## config.mk

```make
export PLATFORM = sky130hd
export DESIGN_NAME = sliding_window_minimum
export DESIGN_NICKNAME = d
export VERILOG_FILES = /design/src/swm_pkg.sv /design/src/swm_front.sv /design/src/swm_fifo.sv /design/src/swm_back.sv /design/src/sliding_window_minimum.sv
export SDC_FILE = /design/constraint.sdc
export NUM_CORES = 2
export LEC_CHECK = 0
export ABC_AREA = 1
export ABC_CLOCK_PERIOD_IN_PS = 47400
export BUFFER_PORTS_ARGS = -buffer_cell sky130_fd_sc_hd__buf_2
export CORE_MARGIN = 3
export CORE_UTILIZATION = 60
export DETAILED_ROUTE_END_ITERATION = 10
export PLACE_DENSITY_LB_ADDON = 0.08
export SYNTH_ARGS = -nofsm -noshare
export SYNTH_HDL_FRONTEND = slang
export SYNTH_SLANG_ARGS = --single-unit
```

## constraint.sdc

```tcl
create_clock -name clock -period 47.4 [get_ports clock]
set_input_delay 0 -clock clock [delete_from_list [all_inputs] [get_ports clock]]
set_output_delay 0 -clock clock [all_outputs]
set_load 0.1 [all_outputs]
```

## src/swm_pkg.sv

```systemverilog
// shared constants and types for the sliding window minimum block
// no dependencies; used by every module under src
package swm_pkg;

   // sample and register widths
   localparam int DATA_W = 32;
   localparam int CFG_W = 5;

   // deepest window the store holds
   localparam int WINDOW_MAX = 16;
   localparam int LEN_W = $clog2(WINDOW_MAX + 1);
   localparam logic [CFG_W-1:0] LEN_RESET = CFG_W'(4);

   // comparator tree, padded up to a power of two with at least one level
   localparam int TREE_LEVELS = (WINDOW_MAX > 1) ? $clog2(WINDOW_MAX) : 1;
   localparam int TREE_SIZE = 2 ** TREE_LEVELS;

   // queue between front and back
   localparam int FIFO_DEPTH = 2;
   localparam int FIFO_PTR_W = (FIFO_DEPTH > 1) ? $clog2(FIFO_DEPTH) : 1;
   localparam int FIFO_CNT_W = $clog2(FIFO_DEPTH + 1);

   // value that never wins a minimum: largest signed sample
   localparam logic [DATA_W-1:0] KEY_MAX = {1'b0, {(DATA_W-1){1'b1}}};

   // one job: the window snapshot, entries outside the length already masked
   typedef logic [WINDOW_MAX-1:0][DATA_W-1:0] win_type;

   // front to queue push word
   typedef struct packed {
      logic    push;
      win_type win;
   } job_push_type;

endpackage

```

## src/swm_front.sv

```systemverilog
// front end: takes sample words, keeps the window and fill count, decides on a result
// uses swm_pkg; feeds masked window snapshots to swm_fifo
module swm_front (
   input  logic                             clock,
   input  logic                             reset,
   input  logic                             req_valid,
   output logic                             req_stall,
   input  logic signed [swm_pkg::DATA_W-1:0] req_sample,
   input  logic                             req_start_req,
   input  logic                             csr_valid,
   output logic                             csr_ready,
   input  logic [swm_pkg::CFG_W-1:0]        csr_data,
   input  logic                             fifo_ready,
   output swm_pkg::job_push_type            job_out
);

   logic [swm_pkg::CFG_W-1:0] len_cfg_ff;
   logic [swm_pkg::LEN_W-1:0] fill_ff, fill_in, fill_base;
   logic [swm_pkg::LEN_W-1:0] eff_len;
   logic [swm_pkg::DATA_W-1:0] window_ff [swm_pkg::WINDOW_MAX];
   logic [swm_pkg::DATA_W-1:0] window_in [swm_pkg::WINDOW_MAX];
   logic accept;
   logic emit;

   assign csr_ready = 1'b1;
   assign req_stall = !fifo_ready;
   assign accept = req_valid && fifo_ready;

   // window length register
   always_ff @(posedge clock) begin
      if (reset) begin
         len_cfg_ff <= swm_pkg::LEN_RESET;
      end else if (csr_valid) begin
         len_cfg_ff <= csr_data;
      end
   end

   // clamp the length to 1..WINDOW_MAX
   always_comb begin
      if (len_cfg_ff == '0) begin
         eff_len = swm_pkg::LEN_W'(1);
      end else if (32'(len_cfg_ff) > swm_pkg::WINDOW_MAX) begin
         eff_len = swm_pkg::LEN_W'(swm_pkg::WINDOW_MAX);
      end else begin
         eff_len = swm_pkg::LEN_W'(len_cfg_ff);
      end
   end

   // saturating fill count, cleared by a start word
   always_comb begin
      fill_base = req_start_req ? '0 : fill_ff;
      if (32'(fill_base) < swm_pkg::WINDOW_MAX) begin
         fill_in = fill_base + swm_pkg::LEN_W'(1);
      end else begin
         fill_in = fill_base;
      end
      emit = (fill_in >= eff_len);
   end

   always_ff @(posedge clock) begin
      if (reset) begin
         fill_ff <= '0;
      end else if (accept) begin
         fill_ff <= fill_in;
      end
   end

   // shifted window, newest at entry zero
   always_comb begin
      window_in[0] = req_sample;
      for (int i = 1; i < swm_pkg::WINDOW_MAX; i++) begin
         window_in[i] = window_ff[i-1];
      end
   end

   always_ff @(posedge clock) begin
      if (accept) begin
         for (int i = 0; i < swm_pkg::WINDOW_MAX; i++) begin
            window_ff[i] <= window_in[i];
         end
      end
   end

   // snapshot for the back end, entries past the length cannot win
   always_comb begin
      job_out.push = accept && emit;
      for (int i = 0; i < swm_pkg::WINDOW_MAX; i++) begin
         if (i < 32'(eff_len)) begin
            job_out.win[i] = window_in[i];
         end else begin
            job_out.win[i] = swm_pkg::KEY_MAX;
         end
      end
   end

endmodule

```

## src/swm_fifo.sv

```systemverilog
// short queue of window snapshots between front and back
// uses swm_pkg types
module swm_fifo (
   input  logic                  clock,
   input  logic                  reset,
   input  swm_pkg::job_push_type job_in,
   output logic                  ready,
   input  logic                  pop,
   output logic                  not_empty,
   output swm_pkg::win_type      head
);

   swm_pkg::win_type entry_ff [swm_pkg::FIFO_DEPTH];
   logic [swm_pkg::FIFO_PTR_W-1:0] wr_ptr_ff, wr_ptr_in;
   logic [swm_pkg::FIFO_PTR_W-1:0] rd_ptr_ff, rd_ptr_in;
   logic [swm_pkg::FIFO_CNT_W-1:0] count_ff, count_in;
   logic do_pop;

   assign not_empty = (count_ff != '0);
   assign do_pop = pop && not_empty;
   assign ready = (32'(count_ff) < swm_pkg::FIFO_DEPTH) || do_pop;
   assign head = entry_ff[rd_ptr_ff];

   // pointer and count update
   always_comb begin
      wr_ptr_in = wr_ptr_ff;
      rd_ptr_in = rd_ptr_ff;
      count_in = count_ff;
      if (job_in.push) begin
         if (32'(wr_ptr_ff) == swm_pkg::FIFO_DEPTH - 1) begin
            wr_ptr_in = '0;
         end else begin
            wr_ptr_in = wr_ptr_ff + swm_pkg::FIFO_PTR_W'(1);
         end
      end
      if (do_pop) begin
         if (32'(rd_ptr_ff) == swm_pkg::FIFO_DEPTH - 1) begin
            rd_ptr_in = '0;
         end else begin
            rd_ptr_in = rd_ptr_ff + swm_pkg::FIFO_PTR_W'(1);
         end
      end
      if (job_in.push && !do_pop) begin
         count_in = count_ff + swm_pkg::FIFO_CNT_W'(1);
      end else if (!job_in.push && do_pop) begin
         count_in = count_ff - swm_pkg::FIFO_CNT_W'(1);
      end
   end

   always_ff @(posedge clock) begin
      if (reset) begin
         wr_ptr_ff <= '0;
         rd_ptr_ff <= '0;
         count_ff <= '0;
      end else begin
         wr_ptr_ff <= wr_ptr_in;
         rd_ptr_ff <= rd_ptr_in;
         count_ff <= count_in;
      end
   end

   // entry storage
   always_ff @(posedge clock) begin
      if (job_in.push) begin
         entry_ff[wr_ptr_ff] <= job_in.win;
      end
   end

endmodule

```

## src/swm_back.sv

```systemverilog
// back end: registered comparator tree over one window snapshot per cycle while not stalled
// uses swm_pkg; the root register is the result word
module swm_back (
   input  logic                              clock,
   input  logic                              reset,
   input  logic                              job_valid,
   input  swm_pkg::win_type                  job_win,
   output logic                              job_pop,
   output logic                              rsp_valid,
   input  logic                              rsp_stall,
   output logic signed [swm_pkg::DATA_W-1:0] rsp_window_min
);

   // heap numbered nodes: 1 is the root, leaves sit at TREE_SIZE and up
   logic [swm_pkg::DATA_W-1:0] node_ff [1:swm_pkg::TREE_SIZE-1];
   logic [swm_pkg::DATA_W-1:0] node_in [1:swm_pkg::TREE_SIZE-1];
   logic [swm_pkg::DATA_W-1:0] src [2:2*swm_pkg::TREE_SIZE-1];
   logic [swm_pkg::TREE_LEVELS-1:0] valid_ff;
   logic advance;

   // whole tree moves unless a finished word is held up
   assign advance = !(rsp_valid && rsp_stall);
   assign job_pop = advance;
   assign rsp_valid = valid_ff[swm_pkg::TREE_LEVELS-1];
   assign rsp_window_min = node_ff[1];

   // node sources: registered nodes below the root, then padded leaves
   always_comb begin
      for (int i = 2; i < swm_pkg::TREE_SIZE; i++) begin
         src[i] = node_ff[i];
      end
      for (int j = 0; j < swm_pkg::TREE_SIZE; j++) begin
         if (j < swm_pkg::WINDOW_MAX) begin
            src[swm_pkg::TREE_SIZE + j] = job_win[j];
         end else begin
            src[swm_pkg::TREE_SIZE + j] = swm_pkg::KEY_MAX;
         end
      end
   end

   // one signed compare and select per node
   always_comb begin
      for (int i = 1; i < swm_pkg::TREE_SIZE; i++) begin
         if ($signed(src[2*i+1]) < $signed(src[2*i])) begin
            node_in[i] = src[2*i+1];
         end else begin
            node_in[i] = src[2*i];
         end
      end
   end

   always_ff @(posedge clock) begin
      if (advance) begin
         for (int i = 1; i < swm_pkg::TREE_SIZE; i++) begin
            node_ff[i] <= node_in[i];
         end
      end
   end

   // level valid bits, leaf level first
   always_ff @(posedge clock) begin
      if (reset) begin
         valid_ff <= '0;
      end else if (advance) begin
         valid_ff <= {valid_ff[swm_pkg::TREE_LEVELS-1:0] << 1} | swm_pkg::TREE_LEVELS'(job_valid);
      end
   end

endmodule

```

## src/sliding_window_minimum.sv

```systemverilog
// sliding window minimum, top level
// depends on swm_pkg, swm_front, swm_fifo and swm_back
//
// req channel: one word per sample (req_sample, req_start_req), taken at a
//   rising edge with req_valid high and req_stall low. req_start_req begins
//   a new sequence with this sample as its first.
// rsp channel: one word rsp_window_min per sample once the current sequence
//   holds window_len samples; taken when rsp_valid is high and rsp_stall low.
// csr channel: csr_data sets window_len (0 acts as 1, above 16 acts as 16);
//   csr_ready is always high. Write only while the block is idle.
// Path: the queue is written at the edge that takes the sample, then the four
//   tree levels load in turn; the root is the output, and rsp_valid rises
//   once the root holds the word.
// Throughput: one sample per cycle; the front takes a word every cycle while
//   the two entry queue has room, the tree a level per cycle when not stalled.
// Reset clears the fill count, queue and tree valid bits, and sets
//   window_len to 4; the first sample after reset opens a sequence.
// When rsp_stall holds a result the tree freezes, the queue fills, and then
//   req_stall rises until the result is taken.
module sliding_window_minimum (
   input  logic                              clock,
   input  logic                              reset,
   input  logic                              req_valid,
   output logic                              req_stall,
   input  logic signed [swm_pkg::DATA_W-1:0] req_sample,
   input  logic                              req_start_req,
   output logic                              rsp_valid,
   input  logic                              rsp_stall,
   output logic signed [swm_pkg::DATA_W-1:0] rsp_window_min,
   input  logic                              csr_valid,
   output logic                              csr_ready,
   input  logic [swm_pkg::CFG_W-1:0]         csr_data
);

   swm_pkg::job_push_type job_push;
   swm_pkg::win_type job_head;
   logic fifo_ready;
   logic fifo_not_empty;
   logic job_pop;

   // front: accept and classify
   swm_front u_front (
      .clock         (clock),
      .reset         (reset),
      .req_valid     (req_valid),
      .req_stall     (req_stall),
      .req_sample    (req_sample),
      .req_start_req (req_start_req),
      .csr_valid     (csr_valid),
      .csr_ready     (csr_ready),
      .csr_data      (csr_data),
      .fifo_ready    (fifo_ready),
      .job_out       (job_push)
   );

   // queue between the two halves
   swm_fifo u_fifo (
      .clock     (clock),
      .reset     (reset),
      .job_in    (job_push),
      .ready     (fifo_ready),
      .pop       (job_pop),
      .not_empty (fifo_not_empty),
      .head      (job_head)
   );

   // back: comparator tree and output register
   swm_back u_back (
      .clock          (clock),
      .reset          (reset),
      .job_valid      (fifo_not_empty),
      .job_win        (job_head),
      .job_pop        (job_pop),
      .rsp_valid      (rsp_valid),
      .rsp_stall      (rsp_stall),
      .rsp_window_min (rsp_window_min)
   );

endmodule

```

Yosys cells after proc, flatten, opt, wreduce, memory -nomap -nowiden
Memories as Yosys holds them, arrays and structs flattened. A register that Yosys moved wholly into a read port is not among the register bits. Index checks and enable logic that the tools add are counted.

$add $sub $neg: 5. Multiply operators: 0. Div/mod/pow operators: 0. $lt $le $gt $ge: 35. Equal/unequal tests: 0. Shift-type cells: 0. Muxes and demuxes: 46. Bitwise operators: 1. Reduce and logical (&&, ||, !) cells: 14.

Operators by type and width (count): $mux W32 (31); $lt A32 B32 Y1 (15); $lt A4 B5 Y1 const A (8); $lt A3 B5 Y1 const A (4); $mux W5 (4); $lt A1 B5 Y1 const A (2); $lt A2 B5 Y1 const A (2); $mux W1 (9); $logic_and A1 B1 Y1 (6); $add A5 B1 Y5 const B (1); $ge A5 B5 Y1 (1); $gt A5 B5 Y1 const B (1); $logic_not A5 Y1 (1); $lt A5 B5 Y1 const B (1); $logic_not A1 Y1 (4); $mux W2 (2); $or A4 B1 Y4 (1); $reduce_bool A2 Y1 (2); $add A1 B1 Y1 const B (2); $add A2 B1 Y2 const B (1); $lt A2 B2 Y1 const B (1); $sub A2 B1 Y2 const B (1); $logic_or A1 B1 Y1 (1).

Register bits after elaboration: 18. Bits in latches: 0. Bits in writable memories: 2016. Bits in read-only memories: 0. Bits of input ports: 43. Memories: 3.

Memories: u_fifo.entry_ff (words 2, width 512, read ports 1, clocked after Yosys merged registers in 1, write ports 1, line swm_fifo.sv:13) `swm_pkg::win_type entry_ff [swm_pkg::FIFO_DEPTH];`; u_front.window_ff (words 16, width 32, read ports 15, clocked after Yosys merged registers in 0, write ports 16, line swm_front.sv:20) `logic [swm_pkg::DATA_W-1:0] window_ff [swm_pkg::WINDOW_MAX];`; u_back.node_ff (words 15, width 32, read ports 15, clocked after Yosys merged registers in 0, write ports 15, line swm_back.sv:15) `logic [swm_pkg::DATA_W-1:0] node_ff [1:swm_pkg::TREE_SIZE-1];`.

Depth between registers and ports, before layout
Depth after elaboration: 10. Gate-level depth with buffers: 24.

Cells and area by module
A second synthesis with hierarchy kept.

Cell total of the unflattened synthesis: 7058. Area total of the unflattened synthesis: 90890.9 µm².

Modules (own cells, without submodules): swm_fifo (instances 1, cells each 1628, area each 37389.6 µm², sequential area each 30849.6 µm²); swm_back (instances 1, cells each 4201, area each 34750.8 µm², sequential area each 14493.9 µm²); swm_front (instances 1, cells each 1229, area each 18750.5 µm², sequential area each 14614.0 µm²).

Worst setup path after synthesis
Ideal clock, no wire load.

Path type: reg-to-reg. From: register u_back.valid_ff[3] in the netlist's numbering. To: memory u_fifo.entry_ff[1][0] in the netlist's numbering (enable). Setup time: 1402 ps. Arrival time: 35116 ps. Data required time: 45998 ps. Slack: 10882 ps. Stages on the path, launching flop included: 6. Path buffers: 0. Period minus slack after synthesis: 36518 ps. Cell sequence: dfxtp_1 > nand2_1 > o21ai_0 > a21oi_1 > inv_1 > nor2_1.

Word-level cells in the longest chain between the ends: 8.

RTL lines: start: declaration (line swm_back.sv:18) `logic [swm_pkg::TREE_LEVELS-1:0] valid_ff;`; start signal: assignment (line swm_back.sv:65) `valid_ff <= {valid_ff[swm_pkg::TREE_LEVELS-1:0] << 1} | swm_pkg::TREE_LEVELS'(job_valid);`; $logic_and A1 B1 Y1 (line swm_back.sv:22) `assign advance = !(rsp_valid && rsp_stall);`; $logic_not A1 Y1 (line swm_back.sv:22); $logic_and A1 B1 Y1 (line swm_fifo.sv:20) `assign do_pop = pop && not_empty;`; $logic_or A1 B1 Y1 (line swm_fifo.sv:21) `assign ready = (32'(count_ff) < swm_pkg::FIFO_DEPTH) || do_pop;`; $logic_and A1 B1 Y1 (line swm_front.sv:27) `assign accept = req_valid && fifo_ready;`; $logic_and A1 B1 Y1 (line swm_front.sv:86) `job_out.push = accept && emit;`; $mux W1 (line swm_fifo.sv:64) `if (job_in.push) begin`; $mux W1 (not written as such) (line swm_fifo.sv:65) `entry_ff[wr_ptr_ff] <= job_in.win;`; end: declaration (line swm_fifo.sv:13).

Every way passes these cells.

==> impl_metrics.env <==
export IMPL_die_h_um=390.8
export IMPL_routed_via_density=5.575
export IMPL_slew_limit_headroom_pct=15.93
export IMPL_status="finished clean"
export IMPL_tritoncts_clock_tree="yes"
export IMPL_clkLatencyLatePin_ns=0.79
export IMPL_critical_path_arrival_ns=5.95
export IMPL_final_setup_tns_ns=0
export IMPL_clock_tree_root_cell="clkbuf_16"
export IMPL_std_cell_rows=140
export IMPL_first_iter_violations=3771
export IMPL_post_synth_inst_count=7468
export IMPL_design_die_area_mm2=0.1527
export IMPL_final_period_utilization_pct=11.44
export IMPL_start_util_pct=60.67
export IMPL_power_density_mw_per_mm2=70.38
export IMPL_worstMarginPinSlew_ns=1.261
export IMPL_ys_warn_count=0
export IMPL_worst_clock_skew_ns=0.02657
export IMPL_holdWs_ns=0.08142
export IMPL_dieWidth_um=390.8
export IMPL_timing_final_setup_violations=0
export IMPL_post_cts_resized=0
export IMPL_max_freq_ghz=0.1844
export IMPL_timing_critical_path_to_type="register"
export IMPL_dp_wirelength_um=130700
export IMPL_drv_cap=0
export IMPL_setup_worst_path_class="reg2reg"
export IMPL_clock_tree_buffer_depth=3
export IMPL_drc_errors=0
export IMPL_i_o_pin_count=78
export IMPL_overall_global_routing_resource_usage_pct=26.06
export IMPL_postCtsSetupRepairBufs=0
export IMPL_timing_critical_path_required_ns=47.93
export IMPL_routed_wire_length_um=197500
export IMPL_cts_sink_count=2003
export IMPL_synth_area_per_cell_um2=11.90
export IMPL_numCtsBuffers=199
export IMPL_grt_first_pass_wirelength_um=304500
export IMPL_report_final_hold_viol_count=0
export IMPL_grt_ovfl_total=0
export IMPL_detail_route_wl_per_cell_um=20.49
export IMPL_rsz0062_at_grt="false"
export IMPL_hold_path_class="in2reg"
export IMPL_worst_slack_ns=41.98
export IMPL_synth_seq_cells=2003
export IMPL_core_area_mm2=0.1464
export IMPL_drv_slew=0
export IMPL_finalWeightedCongestion=0.8676
export IMPL_timing_critical_path_fanout_max=97
export IMPL_dr_total_vias=53750
export IMPL_areaGrowthSynthToFinish_pct=10.25
export IMPL_cp_start_kind="register"
export IMPL_reported_leakage_power_nw=38.99
export IMPL_clk_pin_slew_worst_paths_ns=0.06
export IMPL_vdd_ir_drop_worst_mv=0.05026
export IMPL_drt_first_pass_iters=6
export IMPL_first_global_vias=53410
export IMPL_layout_drive_gt1_share_pct=15.40
export IMPL_synth_yosys_seq_area_share_pct=67.49
export IMPL_maximum_number_of_pins_on_one_net_before_global_route_repair=208
export IMPL_hold_buffers=76
export IMPL_nets_in_the_synthesized_netlist=7983
export IMPL_layout_cells_most_common="edfxtp_1"
export IMPL_layout_nets=8066
export IMPL_antenna_found_initial=9
export IMPL_netlist_area_mm2=0.08884
export IMPL_post_synth_num_cell_types=34
export IMPL_drtAntennaViolNets=0
export IMPL_post_place_ws_ns=42.11
export IMPL_layout_cells_most_common_list="1984 x edfxtp_1, 1711 x nand2_1, 713 x or2_2"
export IMPL_fin_crit_ns=5.423
export IMPL_io_buffer_count=76
export IMPL_htree_levels=4
## per-stage QoR
| stage | instances | utilization (%) | area, um2 | total power [mW] |
|---|---|---|---|---|
| CTS | 9638 | 66.88 | 97940 | 6.923 |
| detailed placement | 9191 | 61.92 | 90670 | 5.351 |
| floorplan | 7468 | - | 88840 | 4.533 |
| global route | 9638 | 66.88 | 97940 | 7.359 |
| global placement | 9191 | 61.92 | 90670 | 5.261 |
| finish | 9641 | 66.89 | 97950 | 6.894 |
## synthesized netlist by cell type
library cell	n	share of area, %
o21a_1	16	0.14
and3_1	1	0.0070
inv_1	632	2.7
a21oi_1	249	1.4
buf_1	4	0.017
a21boi_0	1	0.0085
nor2_1	112	0.47
a211oi_1	18	0.15
nor4_1	12	0.085
o211a_1	2	0.023
edfxtp_1	1984	67
clkinv_1	1	0.0042
a31oi_1	6	0.042
nand2_2	25	0.18
nand2_1	1712	7.2
o21ai_0	532	3.0
o21bai_1	5	0.042
nand3_2	8	0.090
dfxtp_1	19	0.43
clkbuf_1	178	0.75
nand4_1	21	0.15
nor3_1	21	0.12
buf_4	34	0.29
or2_2	713	5.0
o211ai_1	10	0.085
buf_2	108	0.61
buf_6	6	0.076
xor2_1	2	0.020
a2111oi_0	1	0.0099
nand3b_1	2	0.017
conb_1	1	0.0042
nand3_1	559	3.1
inv_6	1	0.0099
ha_1	472	6.6
## routing by layer
layer,global-route usage [%],routed length (um)
met4,10.46,8157
met3,3.533,9877
met2,44.85,98350
met5,0,44
met1,33.61,81120
## where the power goes
group	internal, mW	leakage, nW	switching, mW
registers	2.46	18.8	0.169
clock network	0.909	3.19	0.652
logic	0.787	17.0	1.92
total	4.15	39.0	2.74
## worst paths after layout
path	startpoint	endpoint	slack, ns	cells after the start
max	register	u_back.node_ff[15][7]$_DFFE_PN_	41.98	12
min	rsp_stall	u_back.valid_ff[3]$_SDFFE_PP0N_	0.08	3
max reg2reg	register	u_back.node_ff[15][7]$_DFFE_PN_	41.98	12
min reg2reg	u_front.window_ff[1][2]$_DFFE_PP_	u_front.window_ff[1][34]$_DFFE_PP_	0.43	0
## flip-flops by register name (all words and copies together), names as in the netlist, 2 cells and up, named ones only
signal,count
u_front.len_cfg_ff,5
u_front.window_ff,480
u_fifo.entry_ff,1024
u_back.valid_ff,4
u_front.fill_ff,5
u_fifo.count_ff,2
u_back.node_ff,480
## worst max-delay path: stages (launching register included)
cell and delay, ns:
dfxtp_4 0.72, buf_4 0.64, buf_4 0.91, o21ai_0 0.34, ha_1 0.43, nand2_1 0.12
nor2_1 0.05, a211oi_1 0.25, nand2_1 0.07, nor2_1 0.19, nand3_2 0.74, nand3_1 0.39
nand2_1 0.11
## logic make-up after synthesis
family	count (synthesis)	synth area share (%)
flops	2003	67.49
other cells	1	0.004221
buf+inv	964	4.425
simple gates	3186	16.52
compound gates	840	4.897
xor+xnor	2	0.01972
fa+ha+maj	472	6.648
## final cells by class
cell class,instances,area (um2)
repair buffers,212,1642
clock buffers,241,5265
diodes,3,7.507
multi-input cells,4501,25030
clock inverters,130,1244
inverters,634,2404
well taps,1917,2399
flip-flops and latches,2003,59960
fillers,10530,48490
Power figures use the tool's default switching activity.
